--- src/rtl/visit_histogram_flatness_scan_top_assert.svh ---
// Assertion macros for the histogram flatness block.
// Both sample on clk_i and are off while rst_ni is low.
`ifndef VISIT_HISTOGRAM_FLATNESS_SCAN_TOP_ASSERT_SVH
`define VISIT_HISTOGRAM_FLATNESS_SCAN_TOP_ASSERT_SVH

// Check cons in the same cycle as ante.
`define VHFS_ASSERT_NOW(lbl, ante, cons, msg) \
  lbl: assert property (@(posedge clk_i) disable iff (!rst_ni) (ante) |-> (cons)) \
    else $error(msg);

// Check cons in the cycle after ante.
`define VHFS_ASSERT_NEXT(lbl, ante, cons, msg) \
  lbl: assert property (@(posedge clk_i) disable iff (!rst_ni) (ante) |=> (cons)) \
    else $error(msg);

`endif

--- src/rtl/vhfs_mul.sv ---
module vhfs_mul #(
  parameter int unsigned AW = 32,
  parameter int unsigned BW = 11
) (
  input  logic            clk_i,
  input  logic            rst_ni,
  input  logic            start_i,
  input  logic [AW-1:0]   a_i,
  input  logic [BW-1:0]   b_i,
  output logic            done_o,
  output logic [AW+BW-1:0] prod_o
);

  localparam int unsigned PW   = AW + BW;
  localparam int unsigned CNTW = $clog2(BW + 1);

  logic            run_q, run_d;
  logic [CNTW-1:0] cnt_q, cnt_d;
  logic [PW-1:0]   acc_q, acc_d, mcand_q, mcand_d;
  logic [BW-1:0]   mplier_q, mplier_d;

  always_comb begin
    run_d    = run_q;
    cnt_d    = cnt_q;
    acc_d    = acc_q;
    mcand_d  = mcand_q;
    mplier_d = mplier_q;
    if (start_i) begin
      run_d    = 1'b1;
      cnt_d    = CNTW'(BW);
      acc_d    = '0;
      mcand_d  = PW'(a_i);
      mplier_d = b_i;
    end else if (run_q) begin
      if (cnt_q != '0) begin
        if (mplier_q[0]) begin
          acc_d = acc_q + mcand_q;
        end
        mcand_d  = {mcand_q[PW-2:0], 1'b0};
        mplier_d = mplier_q >> 1;
        cnt_d    = cnt_q - 1'b1;
      end else begin
        run_d = 1'b0;
      end
    end
  end

  always_ff @(posedge clk_i or negedge rst_ni) begin
    if (!rst_ni) begin
      run_q <= 1'b0;
      cnt_q <= '0;
    end else begin
      run_q <= run_d;
      cnt_q <= cnt_d;
    end
  end

  always_ff @(posedge clk_i) begin
    acc_q    <= acc_d;
    mcand_q  <= mcand_d;
    mplier_q <= mplier_d;
  end

  assign done_o = run_q && (cnt_q == '0);
  assign prod_o = acc_q;

endmodule

--- config.mk ---
export PLATFORM = sky130hd
export DESIGN_NAME = vhfs_mul
export DESIGN_NICKNAME = d
export VERILOG_FILES = /design/src/rtl/visit_histogram_flatness_scan_top_assert.svh /design/src/rtl/vhfs_mul.sv
export SDC_FILE = /design/constraint.sdc
export NUM_CORES = 1
export LEC_CHECK = 0
export BUFFER_PORTS_ARGS = -buffer_cell sky130_fd_sc_hd__buf_2
export CAP_MARGIN = 20
export CORE_ASPECT_RATIO = 1.2
export CORE_MARGIN = 5
export CORE_UTILIZATION = 44
export CTS_BUF_LIST = sky130_fd_sc_hd__clkbuf_8
export CTS_CLUSTER_SIZE = 28
export DETAILED_ROUTE_END_ITERATION = 8
export PLACE_DENSITY = 0.7
export SYNTH_ARGS = -nofsm -noshare
export SYNTH_HDL_FRONTEND = slang
export SYNTH_SLANG_ARGS = --single-unit
--- constraint.sdc ---
create_clock -name clk_i -period 7.7 [get_ports clk_i]
set_clock_uncertainty 0.2 [all_clocks]
set_input_delay 1.54 -clock clk_i [delete_from_list [all_inputs] [get_ports clk_i]]
set_output_delay 1.54 -clock clk_i [all_outputs]
set_load 0.03 [all_outputs]
==> results_dict.tcl <==
set metrics [dict create \
    status "completed" \
    post-dp-hpwl_mm 11.3 \
    avgSynthCellArea_sq_um 9.11 \
    fin_util 0.500 \
    wl_met3_um 583 \
    critPathMaxFanout 6 \
    slew_headroom 0.448 \
    vias_per_cell 5.58 \
    synth.distinct_cells 63 \
    area_growth_pct 12.2 \
    top_layer "met4" \
    tightest_slew_ns 0.826 \
    clock_path_buffers 2 \
    cp-end-kind "flop" \
    antenna_found_initial 0 \
    ys_async_sr_fraction 0.0490 \
    clock-root-buffer "clkbuf_8" \
    grt_max_degree 72 \
    io_pins 90 \
    path_cells "ha_1 > a21oi_1 > o211ai_1 > a221o_1 > o31ai_1 > o21ai_2 > a31oi_1 > xor2_1 > or3_1 > a21oi_1" \
    regArea_sq_mm 0.00250 \
    final_nets 855 \
    ant_nets 0 \
    synth-seq-area-share 0.392 \
    final_common_cell "nand2_1" \
    synth-seq-cells 102 \
    multi_input_area_sq_mm 0.00369 \
    min_period_ns 3.35 \
    post_cts_buffers 0 \
    gpl.final_weighted_congestion 0.927 \
    grt_pass1_wl_mm 25.5 \
    setup_viol_count_final 0 \
    path_class "reg -> reg" \
    syn_inst 699 \
    rsz0062_at_grt "no" \
    fill_cells 1395 \
    p_per_area_mw_per_mm2 246 \
    drc 0 \
    wl_mm 15.3 \
    grt_usage 0.184 \
    hold_violations 0 \
    crit_arrival_ns 3.46 \
    vdd_drop_max_v 0.000115 \
    cts_tree "done" \
    cellLeakagePower_uw 0.00312 \
    drv_cap 0 \
    fp.coreArea_sq_mm 0.0143 \
    synth-main-ff-cell "dfxtp_1" \
    startpoint_type "flop" \
    diodes 0 \
    route.met2.wl_mm 7.47 \
    die_x_um 120 \
    port_buffers 89 \
    clk_latency_ns 0.38 \
    final_cell_mix "nand2_1, a21oi_1, buf_2" \
    fin_crit_sh 0.434 \
    hold_buffers 0 \
    ys_warn_count 0 \
    cts.sinks 102 \
    crit_required_ns 7.82 \
    initial_utilization 0.445 \
    overflow 0 \
    report.final.slew_viol_count 0 \
    routedWlPerCell_um 16.2 \
    num_rows 48 \
    syn_area_sq_mm 0.00637 \
    ctsResizeCount 0 \
    die_area_sq_mm 0.0170 \
    fin_tns_setup_ns 0 \
    htree_num_levels 3 \
    cts_buffers 9 \
    synth-edff-count 43 \
    timing.fmax_mhz 299 \
    path_common_cell "a21oi_1" \
    clk_pin_slew_worst_paths_ns 0.10 \
    drt_iter0_markers 249 \
    synth_nets 789 \
    crit_slowest_cell "o31ai_1" \
    vias 5273 \
    cp_slowest_stage_delay_ns 0.52 \
    grt_pass1_vias 5296 \
    drive_gt1_frac 0.217 \
    met1_length_mm 6.73 \
    hold-worst-slack_ns 0.271 \
    first_pass_iters 4 \
    hp-class "reg -> reg" \
    die_y_um 142 \
]
## through the flow
stage / total power [uW] / worst slack [ns] / instance area, sq um / cells
final: 1760 / 4.35 / 7140 / 945
after global routing: 1870 / 4.23 / 7140 / 945
after CTS: 1770 / 4.35 / 7120 / 944
after detailed placement: 1400 / 4.10 / 6910 / 928
after global placement: 1400 / 4.14 / 6910 / 928
after floorplan: 1230 / 3.94 / 6370 / 699
## synth_stat cells (all sizes together), types with 7 or more instances
cell | instances | share of area
nand2 | 114 | 0.068
xnor2 | 17 | 0.023
a21o | 23 | 0.027
nand2b | 8 | 0.0079
a21oi | 90 | 0.072
dfxtp | 54 | 0.17
o21a | 8 | 0.0094
inv | 11 | 0.0065
nand3 | 10 | 0.0079
nand4 | 8 | 0.0079
a211oi | 7 | 0.0098
mux2 | 40 | 0.071
xor2 | 15 | 0.021
clkbuf | 29 | 0.017
o21ai | 31 | 0.026
buf | 8 | 0.0059
nor2 | 34 | 0.020
nor3 | 7 | 0.0055
o21bai | 11 | 0.014
a31oi | 8 | 0.0079
edfxtp | 43 | 0.20
ha | 43 | 0.084
## final cells by class
cell class                 instances  area share
clock buffer                      11      0.0212
multi-input combinational        549       0.516
clock inverter                     5     0.00806
sequential                       102       0.350
inverter                          11     0.00578
tap                              175      0.0307
timing repair buffer              92      0.0687
## worst max-delay path: cells and delay by family (launching register included)
family / cells / cell delay, ns
and+or+nand+nor: 1 / 0.33
xor gates and xnor gates: 1 / 0.12
adders and majority gates: 1 / 0.37
DFF: 1 / 0.41
AOI/OAI and AO/OA: 7 / 1.84
## final timing paths
kind                            depth (start not counted)    endpoint  slack, ns        from
worst min-delay path                                    2  prod_o[18]       0.27  prod_o[18]
worst min register to register                          2  prod_o[18]       0.27  prod_o[18]
max in group asynchronous                               1    cnt_q[1]       6.42      rst_ni
min in group asynchronous                               1    cnt_q[2]       0.75      rst_ni
worst max register to register                         10  prod_o[42]       4.35  mcand_q[9]
worst max-delay path                                   10  prod_o[42]       4.35  mcand_q[9]
## sequential cells by signal, indices dropped and copies added (netlist names)
signal,count
cnt_q,4
mcand_q,43
mplier_q,11
prod_o,43
run_q,1
## metal layers
layer | vias up | track usage
met2 | 96 | 0.320
met4 | 0 | 0.0760
met1 | 2468 | 0.222
met5 | - | 0
li1 | 2679 | -
met3 | 30 | 0.0379
## power breakdown
part | switching [uW] | leakage [uW] | internal (uW)
Combinational | 435 | 0.00206 | 272
Clock | 191 | 0.000112 | 169
Sequential | 54.8 | 0.000954 | 634
## kinds of logic (layout without fill, tap and decap cells)
group | after synthesis | in the layout | synth area share
AO/OA/AOI/OAI | 211 | 211 | 0.211
XOR/XNOR | 32 | 32 | 0.0440
adder cells (fa/ha/maj) | 44 | 44 | 0.0876
buffers and inverters | 48 | 119 | 0.0295
flip-flops | 102 | 102 | 0.392
multiplexers | 42 | 42 | 0.0739
AND/OR/NAND/NOR | 220 | 220 | 0.162
(Power assumes the default switching activity.)
