===== config.mk =====
export PLATFORM = sky130hd
export DESIGN_NAME = vhfs_div
export DESIGN_NICKNAME = d
export VERILOG_FILES = /design/src/rtl/visit_histogram_flatness_scan_top_assert.svh /design/src/rtl/vhfs_pkg.sv /design/src/rtl/vhfs_div.sv
export SDC_FILE = /design/constraint.sdc
export NUM_CORES = 1
export LEC_CHECK = 0
export BUFFER_PORTS_ARGS = -buffer_cell sky130_fd_sc_hd__buf_2
export CAP_MARGIN = 10
export CORE_MARGIN = 5
export CORE_UTILIZATION = 50
export DETAILED_ROUTE_END_ITERATION = 6
export HOLD_SLACK_MARGIN = 0.1
export MAX_ROUTING_LAYER = met4
export PLACE_DENSITY = 0.71
export SLEW_MARGIN = 10
export SYNTH_ARGS = -nofsm -noshare
export SYNTH_HDL_FRONTEND = slang
export SYNTH_SLANG_ARGS = --single-unit
export TNS_END_PERCENT = 10

===== constraint.sdc =====
create_clock -name clk_i -period 4.12 [get_ports clk_i]
set_clock_uncertainty 0.1 [all_clocks]
set_input_delay 0.412 -clock clk_i [delete_from_list [all_inputs] [get_ports clk_i]]
set_output_delay 0.412 -clock clk_i [all_outputs]
set_load 0.005 [all_outputs]

===== src/rtl/visit_histogram_flatness_scan_top_assert.svh =====
// Assertion macros for the histogram flatness block.
// Both sample on clk_i and are off while rst_ni is low.
`ifndef VISIT_HISTOGRAM_FLATNESS_SCAN_TOP_ASSERT_SVH
`define VISIT_HISTOGRAM_FLATNESS_SCAN_TOP_ASSERT_SVH

// Check cons in the same cycle as ante.
`define VHFS_ASSERT_NOW(lbl, ante, cons, msg) \
  lbl: assert property (@(posedge clk_i) disable iff (!rst_ni) (ante) |-> (cons)) \
    else $error(msg);

// Check cons in the cycle after ante.
`define VHFS_ASSERT_NEXT(lbl, ante, cons, msg) \
  lbl: assert property (@(posedge clk_i) disable iff (!rst_ni) (ante) |=> (cons)) \
    else $error(msg);

`endif


===== src/rtl/vhfs_pkg.sv =====
package vhfs_pkg;

  localparam int unsigned MAX_BINS_DEF   = 1024;
  localparam int unsigned COUNT_BITS_DEF = 32;
  localparam int unsigned Q16_FRAC       = 16;
  localparam logic [16:0] Q16_ONE        = 17'h10000;

  localparam logic [10:0] BINS_RST = 11'd1024;
  localparam logic [10:0] MINW_RST = 11'd16;
  localparam logic [16:0] CRIT_RST = 17'd52429;

  typedef enum logic [2:0] {
    OP_VISIT   = 3'd0,
    OP_DEFLATE = 3'd1,
    OP_CLEAR   = 3'd2,
    OP_QUERY   = 3'd3,
    OP_SCAN    = 3'd4
  } opcode_e;

  typedef enum logic [1:0] {
    REG_BINS = 2'd0,
    REG_MINW = 2'd1,
    REG_CRIT = 2'd2
  } cfg_reg_e;

  typedef struct packed {
    logic [2:0]  opcode;
    logic [9:0]  bin_index;
    logic [9:0]  range_low;
    logic [10:0] range_high;
  } cmd_t;

  typedef struct packed {
    logic        status;
    logic [16:0] flatness;
    logic        is_flat;
    logic [10:0] area_low;
    logic [10:0] area_high;
  } res_t;

endpackage


===== src/rtl/vhfs_div.sv =====
module vhfs_div #(
  parameter int unsigned W = 42
) (
  input  logic         clk_i,
  input  logic         rst_ni,
  input  logic         start_i,
  input  logic [W-1:0] num_i,
  input  logic [W-1:0] den_i,
  output logic         done_o,
  output logic [16:0]  quo_o
);

  localparam int unsigned CNTW = $clog2(vhfs_pkg::Q16_FRAC + 1);

  logic            run_q, run_d;
  logic [CNTW-1:0] cnt_q, cnt_d;
  logic [W-1:0]    r_q, r_d, den_q, den_d;
  logic [16:0]     q_q, q_d;
  logic [W:0]      r2;
  logic [W:0]      diff;
  logic            ge;

  assign r2   = {r_q, 1'b0};
  assign diff = r2 - {1'b0, den_q};
  assign ge   = r2 >= {1'b0, den_q};

  always_comb begin
    run_d = run_q;
    cnt_d = cnt_q;
    r_d   = r_q;
    den_d = den_q;
    q_d   = q_q;
    if (start_i) begin
      run_d = 1'b1;
      den_d = den_i;
      r_d   = num_i;
      if (num_i >= den_i) begin
        q_d   = vhfs_pkg::Q16_ONE;
        cnt_d = '0;
      end else begin
        q_d   = '0;
        cnt_d = CNTW'(vhfs_pkg::Q16_FRAC);
      end
    end else if (run_q) begin
      if (cnt_q != '0) begin
        q_d   = {q_q[15:0], ge};
        r_d   = ge ? diff[W-1:0] : r2[W-1:0];
        cnt_d = cnt_q - 1'b1;
      end else begin
        run_d = 1'b0;
      end
    end
  end

  always_ff @(posedge clk_i or negedge rst_ni) begin
    if (!rst_ni) begin
      run_q <= 1'b0;
      cnt_q <= '0;
    end else begin
      run_q <= run_d;
      cnt_q <= cnt_d;
    end
  end

  always_ff @(posedge clk_i) begin
    r_q   <= r_d;
    den_q <= den_d;
    q_q   <= q_d;
  end

  assign done_o = run_q && (cnt_q == '0);
  assign quo_o  = q_q;

endmodule


==> run summary, run 1 <==
### Status
• run status: finished, final reports clean

### CTS
• TritonCTS clock tree: built
• H-Tree Level Count: 3
• number of buffers inserted during clock tree synthesis: 9
• clock slew seen by the registers of the worst setup and hold paths: 80 ps
• cell at the root of the clock tree: clkbuf_16
• number of buffers on the longest clock path: 2
• clock latency of the later-clocked register in the worst-skew pair: 360 ps
• quantity of gates resized following cts: 0
• Sink Count: 107

### Setup path
• Critical Path Start Type: flip-flop
• Worst Setup End Kind: flip-flop
• FF-to-FF path depth: 11
• R2R setup slack: 310 ps
• required arrival time at the worst endpoint: 4130 ps
• worst reg2reg startpoint: r_q[35]
• data arrival time of the critical path: 3820 ps
• worst setup path category: reg -> reg
• r2r endpoint: r_q[13]
• Critical Path Fanout Max: 11

### Placed design
• total placed cells including tap cells: 1101
• DP HPWL: 15.0 mm
• placer's final routability congestion estimate: 0.941
• IO buf count: 104

### Yosys
• summed instance area of the synthesized netlist: 8100 um^2
• number of nets produced by synthesis: 972
• dominant combinational cell family by area after synthesis: compound AO/OA/AOI/OAI gates
• area share of xor/xnor cells in the synthesized design: 4.32%
• number of distinct library cells after synthesis: 57
• FF+latch count, synth: 107
• post-synthesis adder-cell area fraction: 13.5%
• Post-synth EDFFs: 101
• sequential area share after synthesis: 39.3%
• number of instances in the synthesized netlist: 798
• share of synthesized area spent on multiplexers: 9.18%
• YS warnings: 0
• ys flop type: edfxtp_1
• share of synthesized flip-flops with an asynchronous set or reset: 5.61%
• simple-gate share of the synthesized area: 11.3%
• post-synthesis average cell area: 10.2 um^2
• Compound-Gate Fraction of Synth Area: 16.4%

### Min path
• hold path startpoint: den_i[33]
• worst hold path class: in -> reg
• worst hold path depth: 1
• worst hold endpoint: den_q[33]

### Job
• number of violations of the max-capacitance limit: 0

### Global routing
• GRT Util Overall: 21.3%
• global route overflow: 0
• vias in the first global route: 6296
• first-pass GRT wire length: 30.8 mm
• pin count of the biggest net entering global routing: 61
• initial antenna violation count: 2

### Power
• power per unit of standard cell area: 736 nW/um^2
• leakage power: 4.28 nW
• maximum resistive drop on vdd: 0.285 mV
• overall power consumption: 6.74 mW

### Timing
• peak clock frequency supported by timing: 263 MHz
• setup tns final: 0 ps
• fin crit share: 92.4%
• worst slew margin relative to its limit: 44.2%
• minimum clock period: 3810 ps
• number of pins exceeding their max-slew limit in the final report: 0
• hold_ws: 138 ps
• final setup violation count: 0
• Final Hold Violating Endpoints: 0
• RSZ-0062 raised after global routing: false
• worst-margin pin slew: 838 ps

### Routing
• total via count in the routed design: 6239
• detail-routed net length per standard cell: 17.2 um
• Routed WL: 19.3 mm
• detailed-router iteration count before antenna repair: 5
• count of antenna-violating nets left after detailed routing: 0
• residual DRC count: 0
• starting DRC count in detailed routing: 465
• detailed-route vias per instance: 5.57

### Layout
• Post-layout nets: 1071
• Sequential Area: 3180 um^2
• Fill cells: 1443
• share of final-layout standard cells stronger than drive strength 1: 21.4%
• Area growth, synth to finish: 13.0%
• area used by multi-input combinational logic: 4430 um^2
• non-filler cells in the finished layout: 1120

### Floorplan
• Initial Util: 51.0%
• die outline width: 137 um
• number of placement rows: 46
• die extent in y: 137 um
• I/O pin count: 105
• standard cell core area: 15900 um^2
• die area: 18800 um^2

-- per-stage QoR --
step | area (um^2) | worst slack, ps | utilization (%)
5_1_grt | 9160 | 104 | 57.6
3_3_place_gp | 8860 | 390 | 55.8
4_1_cts | 9150 | 325 | 57.6
6_report | 9160 | 314 | 57.6
3_5_place_dp | 8860 | 346 | 55.8
2_1_floorplan | 8100 | 627 | -
-- final cells by class --
cell class / count / area share [%]
clock buffer: 9 / 2.46
clock inverter: 7 / 0.642
multi-input combinational: 568 / 48.4
sequential: 107 / 34.8
inverter: 96 / 3.94
tap: 216 / 2.95
antenna: 2 / 0.0547
timing repair buffer: 115 / 6.78
-- critical path: stages, from the launching register on --
cell and delay, ps:
edfxtp_1 400, ha_1 390, a21o_1 180, a21o_1 170, a21o_1 210, a221o_1 300, a211o_1 320, a311o_1 360
a21o_2 320, buf_4 240, mux2_4 300, mux2_2 260
-- flip-flops by register name, summed over array words and instances, names as in the netlist --
signal and count:
run_q 1, quo_o 17, den_q 42, cnt_q 5
r_q 42
-- how the worst max path moves through the flow --
stage | startpoint | to | slack [ps] | cells after the start
2_1_floorplan | r_q[35] | r_q[10] | 630 | 12
3_3_place_gp | r_q[35] | r_q[14] | 390 | 11
3_5_place_dp | r_q[35] | r_q[40] | 350 | 11
4_1_cts | r_q[35] | r_q[13] | 320 | 11
5_1_grt | r_q[0] | r_q[28] | 100 | 11
6_report | r_q[35] | r_q[13] | 310 | 11
-- cells in the mapped netlist (all sizes together), types with 2 or more instances --
cell | number | area, um^2
o211ai | 4 | 30.0
o21ai | 40 | 200
o311ai | 2 | 17.5
a21oi | 53 | 269
a31o | 2 | 17.5
nand2b | 4 | 25.0
nor4b | 3 | 26.3
nor2 | 35 | 131
ha | 86 | 1080
o21bai | 6 | 45.0
a221oi | 4 | 35.0
nor3 | 9 | 45.0
or2 | 4 | 25.0
mux2i | 6 | 60.1
nand2 | 46 | 173
o22ai | 2 | 12.5
nor4 | 3 | 18.8
a211oi | 8 | 60.1
a31oi | 12 | 75.1
and2 | 5 | 31.3
nor3b | 9 | 67.6
edfxtp | 101 | 3030
o31ai | 8 | 60.1
xnor2 | 25 | 219
buf | 4 | 38.8
a221o | 7 | 70.1
xor2 | 15 | 131
o21a | 8 | 60.1
or3 | 2 | 12.5
dfrtp | 6 | 150
clkbuf | 23 | 86.3
inv | 96 | 360
and3 | 9 | 56.3
nand4 | 17 | 106
a21o | 35 | 263
nand3 | 5 | 25.0
mux2 | 54 | 683
nor2b | 25 | 156
-- layout by cell type, fill, tap and decap left out, types with 9 or more instances in the layout --
cell and instances:
mux2_4 20, a21oi_1 52, nor3_1 9, nand2_1 46
a31oi_1 12, and3_1 9, nor2_1 35, xor2_1 15
a21o_1 34, o21ai_0 39, buf_2 103, clkbuf_16 9
xnor2_1 25, nor3b_1 9, ha_1 86, edfxtp_1 101
nand4_1 17, buf_4 10, inv_1 96, nor2b_1 25
mux2_2 34
-- kinds of logic (layout without fill, tap and decap cells) --
family / after synthesis / in the layout
buf+inv: 123 / 227
flops: 107 / 107
compound gates: 203 / 203
other cells: 0 / 2
xor+xnor: 40 / 40
mux: 60 / 60
simple gates: 178 / 178
fa+ha+maj: 87 / 87
-- routing by layer --
metal	global-route usage (%)	part of all wire, %
met1	28.2	45
met2	34.4	48
met3	3.36	5.6
met4	5.54	1.3
met5	-	0
-- what timing repair did --
action / CTS / global route
hold buffers: 1 / 0
hold endpoints to repair: 6 / 0
buffers inserted: 0 / 0
-- power by group --
| part | internal [mW] | total (mW) | switching, mW | leakage (nW) |
|---|---|---|---|---|
| combinational | 1.93 | 3.98 | 2.06 | 3.02 |
| clock | 0.420 | 0.849 | 0.429 | 0.138 |
| sequential | 1.70 | 1.91 | 0.208 | 1.12 |
| total | 4.05 | 6.74 | 2.69 | 4.28 |
No activity file was read; power rests on OpenSTA's default activity.
==> run 2, diff against run 1 <==
- CORE_UTILIZATION: 50 -> 59
- PLACE_DENSITY: 0.71 -> 0.81
==> run 2 against run 1 <==
Effect of this change:
- die area down 14%
- power up 0.79%
- non-clock buffer count up 1
- final cell count down 3.6%
- count of clock-buffer cells in the layout unchanged
- global-route usage up 3.5 points
- first-iteration DRC count up 14%
- sequential share of layout area up 0.086 points
- largest power group unchanged
- highest routed layer unchanged
==> run summary, run 2 (synthesized netlist as in run 1, its figures left out) <==
### Status
• run status: finished, final reports clean

### Layout
• Area growth, synth to finish: 12.8%
• highest-count cells in the layout ignoring fill and taps: 103 x buf_2, 101 x edfxtp_1, 96 x inv_1, 86 x ha_1, 52 x a21oi_1
• share of final-layout standard cells stronger than drive strength 1: 21.5%, +0.087 points
• most common cell after layout, fill and taps aside: buf_2
• Post-layout nets: 1072, +0.093%

### Power
• fraction of power spent switching nets: 40.2%, +0.21 points
• P_sw: 2.73 mW, +1.3%
• maximum resistive drop on vdd: 0.298 mV, +4.7%
• clock share of power: 13.0%, +0.4 points
• part of the power in registers: 28.2%, about the same
• power per unit of standard cell area: 744 nW/um^2, +1.0%
• Internal Pwr Total: 4.07 mW, +0.43%
• leakage power: 4.29 nW, +0.21%
• combinational group share of total power: 58.8%, -0.3 points

### Setup path
• Critical Path Start Type: flip-flop
• slowest cell on the critical path: edfxtp_1
• FF-to-FF path depth: 11, unchanged
• worst reg2reg startpoint: r_q[35]
• Worst Setup End Kind: flip-flop
• required arrival time at the worst endpoint: 4130 ps, about the same
• peak per-stage delay on the critical path: 420 ps, +20 ps
• Critical Path Fanout Max: 23, +12
• r2r endpoint: r_q[18]
• data arrival time of the critical path: 3790 ps, -30 ps
• worst setup path category: reg -> reg
• R2R setup slack: 340 ps, +30 ps
• Most Frequent Cell on Critical Path: a21o_1
• Cell Chain, Critical Path: ha_1 -> a21o_1 -> a21o_1 -> a21o_1 -> a221o_1 -> a211o_1 -> a311o_1 -> a21o_2 -> buf_12 -> mux2_4 -> mux2_2

### Routing
• residual DRC count: 0, unchanged
• detailed-router iteration count before antenna repair: 6, +1
• detailed-route vias per instance: 5.88, +5.6%
• Routed WL: 19.2 mm, -0.56%
• count of antenna-violating nets left after detailed routing: 0, unchanged
• total via count in the routed design: 6354, +1.8%
• detail-routed net length per standard cell: 17.7 um, +3.1%
• starting DRC count in detailed routing: 532, +14%

### Placed design
• minimum setup slack after placement: 398 ps, +52.2 ps
• DP HPWL: 14.9 mm, -0.92%
• IO buf count: 104, unchanged
• placer's final routability congestion estimate: 0.961, +2.1%

### Global routing
• GRT Util Overall: 24.8%, +3.5 points
• vias in the first global route: 6422, +2.0%
• initial antenna violation count: 1, -1
• pin count of the biggest net entering global routing: 49, -20%
• first-pass GRT wire length: 31.4 mm, +1.9%
• global route overflow: 0, unchanged

### Floorplan
• I/O pin count: 105, unchanged
• die outline width: 127 um, -7.4%
• Initial Util: 60.7%, +9.7 points
• die area: 16200 um^2, -14%
• standard cell core area: 13300 um^2, -16%
• number of placement rows: 42, -8.7%
• die extent in y: 127 um, -7.4%

### Min path
• worst hold path depth: 1, unchanged
• worst hold path class: in -> reg
• worst hold endpoint: den_q[35]
• hold path startpoint: den_i[35]

### CTS
• H-Tree Level Count: 3, unchanged
• TritonCTS clock tree: built
• Sink Count: 107, unchanged
• cell at the root of the clock tree: clkbuf_16
• clock slew seen by the registers of the worst setup and hold paths: 80 ps, about the same
• buffers inserted by post-CTS timing repair: 0, unchanged
• number of buffers inserted during clock tree synthesis: 9, unchanged
• clock latency of the later-clocked register in the worst-skew pair: 370 ps, about the same
• number of buffers on the longest clock path: 2, unchanged

### Timing
• final setup violation count: 0, unchanged
• RSZ-0062 raised after global routing: false
• worst-margin pin slew: 823 ps, -14.7 ps
• number of pins exceeding their max-slew limit in the final report: 0, unchanged
• minimum clock period: 3780 ps, -27.2 ps
• peak clock frequency supported by timing: 265 MHz, +0.72%
• worst slew margin relative to its limit: 45.1%, +0.98 points
• fin crit share: 91.7%, -0.66 points
• setup tns final: 0 ps, unchanged
• Final Hold Violating Endpoints: 0, unchanged
• final worst-path setup slack: 342 ps, +27.2 ps

### Job
• number of violations of the max-capacitance limit: 0, unchanged

-- run 2: changes by cell type in the layout (fill, tap and decap cells not counted), sizes merged --
cell      change
clkinv        -1
buf           +1
clkinvlp      +1
diode         -1
-- run 2: per-stage QoR --
stage | power [mW] | instance area (um^2) | std cells | util (%) | hold WS (ps)
2_1_floorplan | 4.92 | 8100 | 798 | - | 16.4
3_3_place_gp | 5.74 | 8810 | 1062 | 66.0 | 143
3_5_place_dp | 5.84 | 8810 | 1062 | 66.0 | 145
4_1_cts | 6.75 | 9130 | 1079 | 68.4 | 127
5_1_grt | 7.26 | 9130 | 1080 | 68.4 | 125
6_report | 6.79 | 9130 | 1080 | 68.4 | 134
-- run 2: how the worst max path moves through the flow --
stage / depth (start not counted) / slack (ps) / from / end
2_1_floorplan: 12 / 630 / r_q[35] / r_q[10]
3_5_place_dp: 11 / 400 / r_q[35] / r_q[12]
5_1_grt: 11 / 150 / r_q[0] / r_q[13]
4_1_cts: 11 / 360 / r_q[35] / r_q[13]
3_3_place_gp: 11 / 460 / r_q[35] / r_q[14]
6_report: 11 / 340 / r_q[35] / r_q[18]
-- run 2: layout make-up --
type | count | area [um^2]
inverter | 96 | 360
fill | 1061 | 4210
sequential | 107 | 3180
clock buffer | 9 | 225
clock inverter | 7 | 81.3
antenna | 1 | 2.50
timing repair buffer | 116 | 628
multi-input combinational | 568 | 4430
tap | 176 | 220
-- run 2: what timing repair did --
item | CTS | global route
hold buffers | 1 | 0
endpoints found under the hold margin | 6 | 0
gates resized for setup | 0 | 0
-- run 2: power groups by stage --
stage / Sequential [mW] / Combinational, mW / Clock [mW]
after CTS: 1.91 / 3.95 / 0.894
after detailed placement: 1.93 / 3.91 / 0
final: 1.92 / 4.00 / 0.881
after global placement: 1.92 / 3.82 / 0
after global routing: 1.96 / 4.36 / 0.938
after floorplan: 1.87 / 3.05 / 0
-- run 2: routing by layer --
metal | part of all wire [%] | up-vias | global-route usage (%)
met5 | 0 | - | -
met4 | 1.5 | 0 | 6.06
met3 | 6.2 | 27 | 4.55
met2 | 48 | 198 | 39.7
met1 | 45 | 3005 | 33.0
li1 | - | 3124 | -
-- run 2: worst max-delay path, delay by kind of cell (launching register included) --
family                   cells  cell delay [ps]
AO/OA/AOI/OAI                7             1810
multiplexers                 2              580
flip-flops                   1              420
adder cells (fa/ha/maj)      1              390
buffers and inverters        1              220
==> run 3, diff against run 2 <==
- CELL_PAD_IN_SITES_DETAIL_PLACEMENT: not set -> 1
- CELL_PAD_IN_SITES_GLOBAL_PLACEMENT: not set -> 1
- CORE_UTILIZATION: 59 -> 30
- PLACE_DENSITY: 0.81 -> not set
- PLACE_DENSITY_LB_ADDON: not set -> 0.1
==> run 3 against run 2 <==
Effect of this change:
- combinational power rose by 3%
- design area rose by 2.8%
- count of clock-buffer cells in the layout did not move
- critical path depth rose by 1
- largest cell class unchanged
- critical path type unchanged
- final cell count rose by 16%
- first-iteration DRC count fell by 63%
- via count fell by 1.9%
- die area rose by 88%
- register-to-register slack got worse by 140 ps
==> run summary, run 3 (synthesized netlist as in run 1, its figures left out) <==
### Job
• number of violations of the max-capacitance limit: 0, unchanged

### Routing
• Routed WL: 23.1 mm, +21%
• starting DRC count in detailed routing: 199, -63%
• detail-routed net length per standard cell: 18.5 um, +4.5%
• detailed-router iteration count before antenna repair: 4, -2
• total via count in the routed design: 6233, -1.9%
• count of antenna-violating nets left after detailed routing: 0, unchanged
• residual DRC count: 0, unchanged
• detailed-route vias per instance: 4.99, -15%

### Setup path
• Cell Chain, Critical Path: ha_1 -> nor2b_1 -> o2111ai_1 -> a21oi_1 -> o21ai_0 -> nor4b_1 -> buf_4 -> or2_2 -> a21o_2 -> buf_12 -> mux2_4 -> mux2_2
• Worst path top cell family by delay: compound AO/OA/AOI/OAI gates
• WP buf/inv: 2, +1
• Critical Path Start Type: flip-flop
• slowest cell on the critical path: o21ai_0
• Worst Setup End Kind: flip-flop
• Critical Path Fanout Max: 20, -13%
• peak per-stage delay on the critical path: 510 ps, +90 ps
• data arrival time of the critical path: 3930 ps, +140 ps
• required arrival time at the worst endpoint: 4130 ps, about the same
• R2R setup slack: 200 ps, -140 ps
• worst setup path category: reg -> reg

### Timing
• final worst-path setup slack: 198 ps, -143 ps
• worst-margin pin slew: 920 ps, +97.3 ps
• peak clock frequency supported by timing: 255 MHz, -3.7%
• setup tns final: 0 ps, unchanged
• final setup violation count: 0, unchanged
• fin crit share: 95.2%, +3.5 points
• worst slew margin relative to its limit: 38.7%, -6.5 points
• RSZ-0062 raised after global routing: false
• minimum clock period: 3920 ps, +143 ps
• number of pins exceeding their max-slew limit in the final report: 0, unchanged
• Final Hold Violating Endpoints: 0, unchanged

### Global routing
• global route overflow: 0, unchanged
• first-pass GRT wire length: 37.3 mm, +19%
• vias in the first global route: 6772, +5.5%
• GRT Util Overall: 15.8%, -9.0 points
• initial antenna violation count: 1, unchanged
• pin count of the biggest net entering global routing: 40, -18%

### CTS
• TritonCTS clock tree: built
• H-Tree Level Count: 3, unchanged
• cell at the root of the clock tree: clkbuf_16
• clock latency of the later-clocked register in the worst-skew pair: 370 ps, about the same
• number of buffers inserted during clock tree synthesis: 9, unchanged
• Sink Count: 107, unchanged
• number of buffers on the longest clock path: 2, unchanged
• quantity of gates resized following cts: 0, unchanged
• clock slew seen by the registers of the worst setup and hold paths: 90 ps, about the same

### Layout
• Area growth, synth to finish: 16.0%
• most common cell after layout, fill and taps aside: buf_2
• share of final-layout standard cells stronger than drive strength 1: 21.8%, +0.35 points
• Post-layout nets: 1076, +0.37%
• highest-count cells in the layout ignoring fill and taps: 103 x buf_2, 101 x edfxtp_1, 96 x inv_1, 86 x ha_1, 52 x a21oi_1
• final cell area excluding filler cells: 9390 um^2, +2.8%

### Power
• overall power consumption: 6.95 mW, +2.2%
• maximum resistive drop on vdd: 0.261 mV, -12%
• leakage power: 4.32 nW, +0.74%
• power per unit of standard cell area: 739 nW/um^2, -0.61%

### Floorplan
• number of placement rows: 60, +43%
• die area: 30400 um^2, +88%
• I/O pin count: 105, unchanged
• Initial Util: 30.2%, -30 points
• die outline width: 174 um, +37%
• die extent in y: 174 um, +37%
• standard cell core area: 26800 um^2, +100%

### Placed design
• DP HPWL: 18.4 mm, +24%
• placer's final routability congestion estimate: 0.822, -14%
• placement-stage cell area: 9060 um^2, +2.8%
• IO buf count: 104, unchanged
• minimum setup slack after placement: 213 ps, -186 ps

### Status
• run status: finished, final reports clean

### Min path
• worst hold path class: in -> reg

[run 3: layout make-up]
cell class                      instances  area [um^2]
Sequential cell                       107         3180
Timing Repair Buffer                  120          671
Clock buffer                            9          225
Multi-Input combinational cell        568         4430
Inverter                               96          360
Antenna cell                            1         2.50
Tap cell                              341          427
Clock inverter                          7         92.6
Fill cell                            3074        17400
[run 3: routing by layer]
metal	up-vias	track usage [%]	share of wire [%]
met5	-	-	0
met4	0	2.84	0.89
met3	13	2.07	3.1
met2	82	25.9	47
met1	3017	21.2	49
li1	3121	-	-
[run 3: worst paths after layout]
check	to	startpoint	depth (start not counted)
hold / removal	den_q[3]	den_i[3]	1
hold reg to reg	cnt_q[4]	cnt_q[4]	1
min in group asynchronous	run_q	rst_ni	2
setup / recovery	r_q[24]	r_q[0]	12
setup reg to reg	r_q[24]	r_q[0]	12
max in group asynchronous	cnt_q[1]	rst_ni	2
[run 3: report_power, final]
part	leakage, nW	internal, mW	switching [mW]	total, mW
registers	1.12	1.70	0.202	1.90
clock network	0.149	0.438	0.493	0.931
logic	3.06	1.95	2.16	4.11
total	4.32	4.09	2.86	6.95
[run 3: worst reg2reg max path: stages (launching register included)]
cell and delay (ps):
edfxtp_1 450, ha_1 350, nor2b_1 160, o2111ai_1 260, a21oi_1 170, o21ai_0 510, nor4b_1 140, buf_4 180
or2_2 330, a21o_2 250, buf_12 180, mux2_4 320, mux2_2 260
[run 3: per-stage QoR]
step	hold slack (ps)	util, %	instances
final	128	35.1	1249
after global routing	111	35.1	1249
after CTS	110	35.0	1248
after detailed placement	152	33.8	1231
after global placement	151	33.8	1231
after floorplan	16.4	-	798
[run 3: what timing repair did]
action                                 in CTS  in global routing
endpoints found under the hold margin       6                  0
setup buffers                               0                  0
hold buffers                                1                  0
setup endpoints to repair                   0                  0
